==> src/hdl/bsm_pkg.sv <==
// Shared constants and controller-to-datapath command type for the Booth multiplier.
`timescale 1ns / 1ps
`default_nettype none

package bsm_pkg;

    // Fixed field widths of the ports
    localparam int IN_W      = 16;
    localparam int OUT_W     = 32;

    // Default operand width of the datapath
    localparam int WIDTH_DEF = 16;

    // Booth recoding pairs {Q[0], q_1}
    localparam logic [1:0] PAIR_ADD = 2'b01;
    localparam logic [1:0] PAIR_SUB = 2'b10;

    // Commands from the controller to the datapath
    typedef struct packed {
        logic load;     // capture operands, clear accumulator and extra bit
        logic step;     // one add/subtract and arithmetic shift
        logic capture;  // move the finished product into the output register
    } bsm_cmd_t;

endpackage

`default_nettype wire

==> src/hdl/booth_signed_multiplier.sv <==
// Top level of the sequential radix-2 Booth signed multiplier.
`timescale 1ns / 1ps
`default_nettype none

// Radix-2 Booth multiplier for two's-complement operands. A transaction on the
// request channel carries multiplicand and multiplier; one transaction on the
// response channel returns their signed product. Each operation loads the
// operands, runs WIDTH add/subtract-and-shift iterations of the single
// accumulator adder and moves the product into the output register once
// that register is free or being emptied. The request channel
// stalls while an operation is in progress; a finished product waits in the
// output register, so the next operation can start while the response is
// still stalled. Operands are sign-extended and then cut to WIDTH bits; the
// 2*WIDTH-bit product is cut or zero-extended to the 32-bit product port.

module booth_signed_multiplier
    import bsm_pkg::*;
#(
    parameter int WIDTH = WIDTH_DEF
)
(
    input  wire logic                   clk,
    input  wire logic                   rst_n,
    input  wire logic                   req_valid,
    output logic                        req_stall,
    input  wire logic signed [IN_W-1:0] multiplicand,
    input  wire logic signed [IN_W-1:0] multiplier,
    output logic                        rsp_valid,
    input  wire logic                   rsp_stall,
    output logic signed [OUT_W-1:0]     product
);

    bsm_cmd_t cmd;

    // Sequencer
    bsm_ctrl #(
        .WIDTH     (WIDTH)
    ) u_ctrl (
        .clk       (clk),
        .rst_n     (rst_n),
        .req_valid (req_valid),
        .req_stall (req_stall),
        .rsp_valid (rsp_valid),
        .rsp_stall (rsp_stall),
        .cmd       (cmd)
    );

    // Accumulator, shift registers and output register
    bsm_datapath #(
        .WIDTH        (WIDTH)
    ) u_datapath (
        .clk          (clk),
        .cmd          (cmd),
        .multiplicand (multiplicand),
        .multiplier   (multiplier),
        .product      (product)
    );

endmodule

`default_nettype wire

==> src/hdl/bsm_datapath.sv <==
// Booth datapath: operand, accumulator and multiplier registers plus output register.
`timescale 1ns / 1ps
`default_nettype none

module bsm_datapath
    import bsm_pkg::*;
#(
    parameter int WIDTH = WIDTH_DEF
)
(
    input  wire logic                    clk,
    input  wire bsm_cmd_t                cmd,
    input  wire logic signed [IN_W-1:0]  multiplicand,
    input  wire logic signed [IN_W-1:0]  multiplier,
    output logic signed [OUT_W-1:0]      product
);

    localparam int EXT_W = (WIDTH > IN_W) ? WIDTH : IN_W;
    localparam int PW    = 2 * WIDTH;
    localparam int PE_W  = (PW > OUT_W) ? PW : OUT_W;

    logic [WIDTH-1:0]  m_reg;
    logic [WIDTH:0]    a_reg;
    logic [WIDTH-1:0]  q_reg;
    logic              q1_reg;
    logic [OUT_W-1:0]  product_reg;

    logic [EXT_W-1:0]  mcand_ext;
    logic [EXT_W-1:0]  mplier_ext;
    logic [WIDTH:0]    m_wide;
    logic [WIDTH:0]    a_sum;
    logic [PW-1:0]     prod_full;
    logic [PE_W-1:0]   prod_ext;

    // Sign-extend the operand fields, then keep the low WIDTH bits
    assign mcand_ext  = EXT_W'(multiplicand);
    assign mplier_ext = EXT_W'(multiplier);

    // Multiplicand widened by one bit so the most negative value subtracts cleanly
    assign m_wide = {m_reg[WIDTH-1], m_reg};

    // Add, subtract or hold according to the recoding pair
    always_comb
    begin
        case ({q_reg[0], q1_reg})
            PAIR_ADD: a_sum = a_reg + m_wide;
            PAIR_SUB: a_sum = a_reg - m_wide;
            default:  a_sum = a_reg;
        endcase
    end

    // Product is A (low WIDTH bits) then Q, zero-extended or cut to the port
    assign prod_full = {a_reg[WIDTH-1:0], q_reg};
    assign prod_ext  = PE_W'(prod_full);

    // Working registers
    always_ff @(posedge clk)
    begin
        if (cmd.load)
        begin
            m_reg  <= mcand_ext[WIDTH-1:0];
            q_reg  <= mplier_ext[WIDTH-1:0];
            a_reg  <= '0;
            q1_reg <= 1'b0;
        end
        else if (cmd.step)
        begin
            q1_reg <= q_reg[0];
            q_reg  <= {a_sum[0], q_reg[WIDTH-1:1]};
            a_reg  <= {a_sum[WIDTH], a_sum[WIDTH:1]};
        end
    end

    // Output register
    always_ff @(posedge clk)
    begin
        if (cmd.capture)
        begin
            product_reg <= prod_ext[OUT_W-1:0];
        end
    end

    assign product = product_reg;

endmodule

`default_nettype wire

==> src/hdl/bsm_ctrl.sv <==
// Booth controller: sequences load, WIDTH steps and output capture; owns both handshakes.
`timescale 1ns / 1ps
`default_nettype none

module bsm_ctrl
    import bsm_pkg::*;
#(
    parameter int WIDTH = WIDTH_DEF
)
(
    input  wire logic clk,
    input  wire logic rst_n,
    input  wire logic req_valid,
    output logic      req_stall,
    output logic      rsp_valid,
    input  wire logic rsp_stall,
    output bsm_cmd_t  cmd
);

    localparam int CNT_W = $clog2(WIDTH);
    localparam logic [CNT_W-1:0] LAST_STEP = CNT_W'(WIDTH - 1);

    typedef enum logic [1:0] {
        ST_IDLE,
        ST_RUN,
        ST_FIN
    } state_t;

    state_t           state_reg, state_next;
    logic [CNT_W-1:0] cnt_reg, cnt_next;
    logic             rsp_valid_reg, rsp_valid_next;
    logic             out_free;

    // Output slot can take a product when empty or being emptied this cycle
    assign out_free = !rsp_valid_reg || !rsp_stall;

    // Next state and commands
    always_comb
    begin
        state_next     = state_reg;
        cnt_next       = cnt_reg;
        rsp_valid_next = rsp_valid_reg;
        cmd            = '0;

        if (rsp_valid_reg && !rsp_stall)
        begin
            rsp_valid_next = 1'b0;
        end

        case (state_reg)
            ST_IDLE:
            begin
                if (req_valid)
                begin
                    cmd.load   = 1'b1;
                    cnt_next   = '0;
                    state_next = ST_RUN;
                end
            end
            ST_RUN:
            begin
                cmd.step = 1'b1;
                cnt_next = cnt_reg + 1'b1;
                if (cnt_reg == LAST_STEP)
                begin
                    state_next = ST_FIN;
                end
            end
            ST_FIN:
            begin
                if (out_free)
                begin
                    cmd.capture    = 1'b1;
                    rsp_valid_next = 1'b1;
                    state_next     = ST_IDLE;
                end
            end
            default:
            begin
                state_next = ST_IDLE;
            end
        endcase
    end

    // State and registered outputs
    always_ff @(posedge clk or negedge rst_n)
    begin
        if (!rst_n)
        begin
            state_reg     <= ST_IDLE;
            cnt_reg       <= '0;
            rsp_valid_reg <= 1'b0;
        end
        else
        begin
            state_reg     <= state_next;
            cnt_reg       <= cnt_next;
            rsp_valid_reg <= rsp_valid_next;
        end
    end

    assign req_stall = (state_reg != ST_IDLE);
    assign rsp_valid = rsp_valid_reg;

endmodule

`default_nettype wire

==> config.mk <==
export PLATFORM = sky130hd
export DESIGN_NAME = booth_signed_multiplier
export DESIGN_NICKNAME = d
export VERILOG_FILES = /design/src/hdl/bsm_pkg.sv /design/src/hdl/booth_signed_multiplier.sv /design/src/hdl/bsm_datapath.sv /design/src/hdl/bsm_ctrl.sv
export SDC_FILE = /design/constraint.sdc
export NUM_CORES = 1
export LEC_CHECK = 0
export BUFFER_PORTS_ARGS = -buffer_cell sky130_fd_sc_hd__buf_2
export CORE_MARGIN = 8
export CORE_UTILIZATION = 51
export CTS_CLUSTER_SIZE = 12
export DETAILED_ROUTE_END_ITERATION = 12
export GPL_TIMING_DRIVEN = 0
export HOLD_SLACK_MARGIN = 0.15
export PLACE_DENSITY_LB_ADDON = 0.25
export SLEW_MARGIN = 5
export SYNTH_ARGS = -nofsm -noshare
export SYNTH_HDL_FRONTEND = slang
export SYNTH_SLANG_ARGS = --single-unit
==> constraint.sdc <==
create_clock -name clk -period 3.2 [get_ports clk]
set_input_delay 0.96 -clock clk [delete_from_list [all_inputs] [get_ports clk]]
set_output_delay 0.96 -clock clk [all_outputs]
set_load 0.03 [all_outputs]
==> results.py <==
metrics = {
    "run_status": {
        "outcome": "finished with violations",
        "failed_checks": "setup timing",
    },
    "worst_setup_path": {
        "path_max_fanout": 4,
        "rrSetupSlack_ns": -0.16,
        "critical_path_required_ns": 3.45,
        "r2r.worst_path.cells": 12,
        "r2r_start": "u_datapath.m_reg[3]$_DFFE_PP_",
        "critical_path.max_stage_delay_ns": 0.40,
        "worstPathArrival_ns": 3.60,
        "endpoint_kind": "register",
        "worstSetupPathType": "reg2reg",
        "timing.rr.end": "u_datapath.a_reg[14]$_SDFFE_PP0P_",
        "cp_cell_sequence": "or3_4, or3_4, nor3_4, nor2_1, xnor2_1, ha_1, buf_6, a211o_1, a211o_4, a221oi_4, mux2i_1, nand2_1",
        "crit_top_cell": "or3_4",
        "cp_slowest_cell": "edfxtp_1",
        "critical_path.startpoint_type": "register",
    },
    "grt": {
        "grt_pass1_vias": 3087,
        "grt.total_usage": 0.159,
        "grt_pass1_wl_um": 14600,
        "grt_max_degree": 26,
        "antenna_found_initial": 0,
        "overflow": 0,
    },
    "pwr": {
        "ir_drop_mv": 0.536,
        "pwr-share-clk": 0.114,
        "switching_share": 0.413,
        "p_sw_mw": 2.48,
        "p_leak_nw": 2.18,
        "powerDensity_mw_per_mm2": 1150,
        "intPower_mw": 3.53,
        "pwr-share-seq": 0.317,
        "combPwrFrac": 0.569,
    },
    "sta": {
        "finalCritPeriodShare": 1.05,
        "max_freq_mhz": 298,
        "final.setup.tns_ns": -0.609,
        "rsz0062_at_grt": "true",
        "fin_skew_ns": 0.0143,
        "hold_viol_final": 0,
        "whs_ns": 0.421,
        "relSlewSlack": 0.200,
        "fin_ws_ns": -0.156,
        "finalSetupViolations": 6,
        "tightest_slew_ns": 1.20,
        "period_needed_ns": 3.36,
        "finalMaxSlewViolations": 0,
    },
    "logic_synthesis": {
        "synthesis.nets": 443,
        "synth_ff_type": "edfxtp_1",
        "post-synth-top-count-cell": "edfxtp_1",
        "synth_edf_count": 64,
        "synth_top_area_share": 0.453,
        "yosys_warnings": 0,
        "synth-seq-area-share": 0.574,
        "ys_async_sr_fraction": 0.0795,
        "synth_seq_cells": 88,
        "synth_area_leader_cell": "edfxtp_1",
        "synth.avg_cell_area_um2": 11.0,
        "yosysUniqueCellTypes": 45,
        "netlist_instances": 387,
        "ys_top_cells_by_count": "edfxtp_1 (64), nand2_1 (62), nor2_1 (25), a21oi_1 (21), nand3_1 (21)",
        "synth_area_leaders": "edfxtp_1 (45%), dfxtp_1 (8.0%), ha_1 (5.6%), nand2_1 (5.5%), dfrtp_1 (4.1%)",
        "synth_area_mm2": 0.00424,
    },
    "routing": {
        "routed_wl_um": 9080,
        "drtIter0Drc": 158,
        "route.detailed.drc": 0,
        "postRouteAntennaNets": 0,
        "vias": 3160,
        "vias_per_cell": 5.33,
        "wl_per_cell_um": 15.3,
        "drtPass1Iterations": 7,
    },
    "die": {
        "initial_utilization": 0.522,
        "core_mm2": 0.00813,
        "io_pins": 70,
        "die_w_um": 107,
        "die_h_um": 107,
        "dieArea_mm2": 0.0115,
        "rows": 33,
    },
    "placed_design": {
        "dpl.hpwl_um": 6710,
        "place.gp.congestion": 0.854,
        "port_buffers": 69,
        "placed_cell_area_mm2": 0.00478,
        "place_inst": 562,
    },
    "min_path": {
        "hold_path_class": "in2async",
    },
    "cells_and_area": {
        "largest_register_ffs": 32,
        "fin_util": 0.643,
        "diodes": 0,
        "nNetsFinal": 539,
        "fill_cells": 647,
        "drive_above_1_share": 0.277,
        "fin_area_mm2": 0.00523,
        "area_delta_synth_final_pct": 23.3,
        "instances_no_fill": 593,
    },
    "cts": {
        "clkTransAtPathRegs_ns": 0.09,
        "cts_buffers": 9,
        "htreeDepth": 3,
        "cts_tree": "yes",
        "clock_path_buffers": 2,
        "clock_latency_ns": 0.35,
        "clkSinkCount": 88,
        "root_buffer": "clkbuf_8",
    },
    "flow_run": {
        "maxCapViolCount": 0,
    },
}
## how the worst max path moves through the flow
stage / start / to
after CTS: u_datapath.m_reg[3]$_DFFE_PP_ / u_datapath.a_reg[13]$_SDFFE_PP0P_
final: u_datapath.m_reg[3]$_DFFE_PP_ / u_datapath.a_reg[14]$_SDFFE_PP0P_
after global placement: rsp_stall / u_datapath.product[7]$_DFFE_PP_
after detailed placement: u_datapath.q_reg[0]$_DFFE_PP_ / u_datapath.a_reg[14]$_SDFFE_PP0P_
after global routing: u_datapath.m_reg[3]$_DFFE_PP_ / u_datapath.a_reg[13]$_SDFFE_PP0P_
after floorplan: u_datapath.m_reg[3]$_DFFE_PP_ / u_datapath.a_reg[14]$_SDFFE_PP0P_
## cells by family (layout without fill, tap and decap cells)
kind of cell,count (synthesis),count (layout),share of synthesized area
multiplexers,9,9,0.0215
XOR/XNOR,24,24,0.0495
AO/OA/AOI/OAI,79,79,0.119
AND/OR/NAND/NOR,140,140,0.151
buffers and inverters,27,128,0.0239
flip-flops,88,88,0.574
adder cells (fa/ha/maj),20,20,0.0607
## power groups by stage
stage	clock network (mW)	registers (mW)	logic, mW
6_report	0.682	1.90	3.42
4_1_cts	0.696	1.90	3.14
3_3_place_gp	0	1.90	2.77
2_1_floorplan	0	1.84	2.27
3_5_place_dp	0	1.92	2.83
5_1_grt	0.757	1.94	3.80
## metal layers
metal	share of wire	routed length, um	global-route usage
met5	0	0	0
met4	0.018	164	0.0583
met3	0.047	429	0.0318
met2	0.47	4290	0.254
met1	0.46	4200	0.209
## placed cells by master, fill, tap and decap left out, types with 9 or more instances in the layout
master and count:
ha_1 16, a21oi_1 18, edfxtp_1 64, buf_4 14, nand3_1 19, o21ai_0 17
a21o_1 11, buf_2 69, xnor2_1 16, nand2_1 62, dfxtp_1 17, nor2_1 24
clkbuf_1 13, inv_1 11, clkbuf_8 9
## cell type report
type | instances | area [um^2] | area share
repair buffers | 87 | 512 | 0.0978
flip-flops and latches | 88 | 2440 | 0.466
inverters | 12 | 45.0 | 0.00861
clock inverters | 6 | 45.0 | 0.00861
clock buffers | 10 | 128 | 0.0244
plain buffers | 13 | 52.6 | 0.0100
multi-input cells | 272 | 1880 | 0.359
well taps | 105 | 131 | 0.0251
## what timing repair did
action,in CTS,in global routing
pin swaps,15,13
buffers inserted,11,6
resized for setup,19,16
hold buffers,0,0
endpoints found under the setup margin,9,8
hold endpoints to repair,0,0
## through the flow
stage | power (mW) | worst slack, ns
finish | 6.01 | -0.156
global route | 6.50 | -0.318
CTS | 5.74 | -0.199
global placement | 4.67 | -0.524
detailed placement | 4.75 | -0.445
floorplan | 4.11 | -0.0366
## worst max-delay path, delay by kind of cell, from the launching register on
family / cells / cell delay [ns]
flops: 1 / 0.40
mux: 1 / 0.22
fa+ha+maj: 1 / 0.32
compound gates: 3 / 0.93
buf+inv: 1 / 0.14
xor+xnor: 1 / 0.21
simple gates: 5 / 1.04
Note: power is estimated with default switching activity, not from simulation.
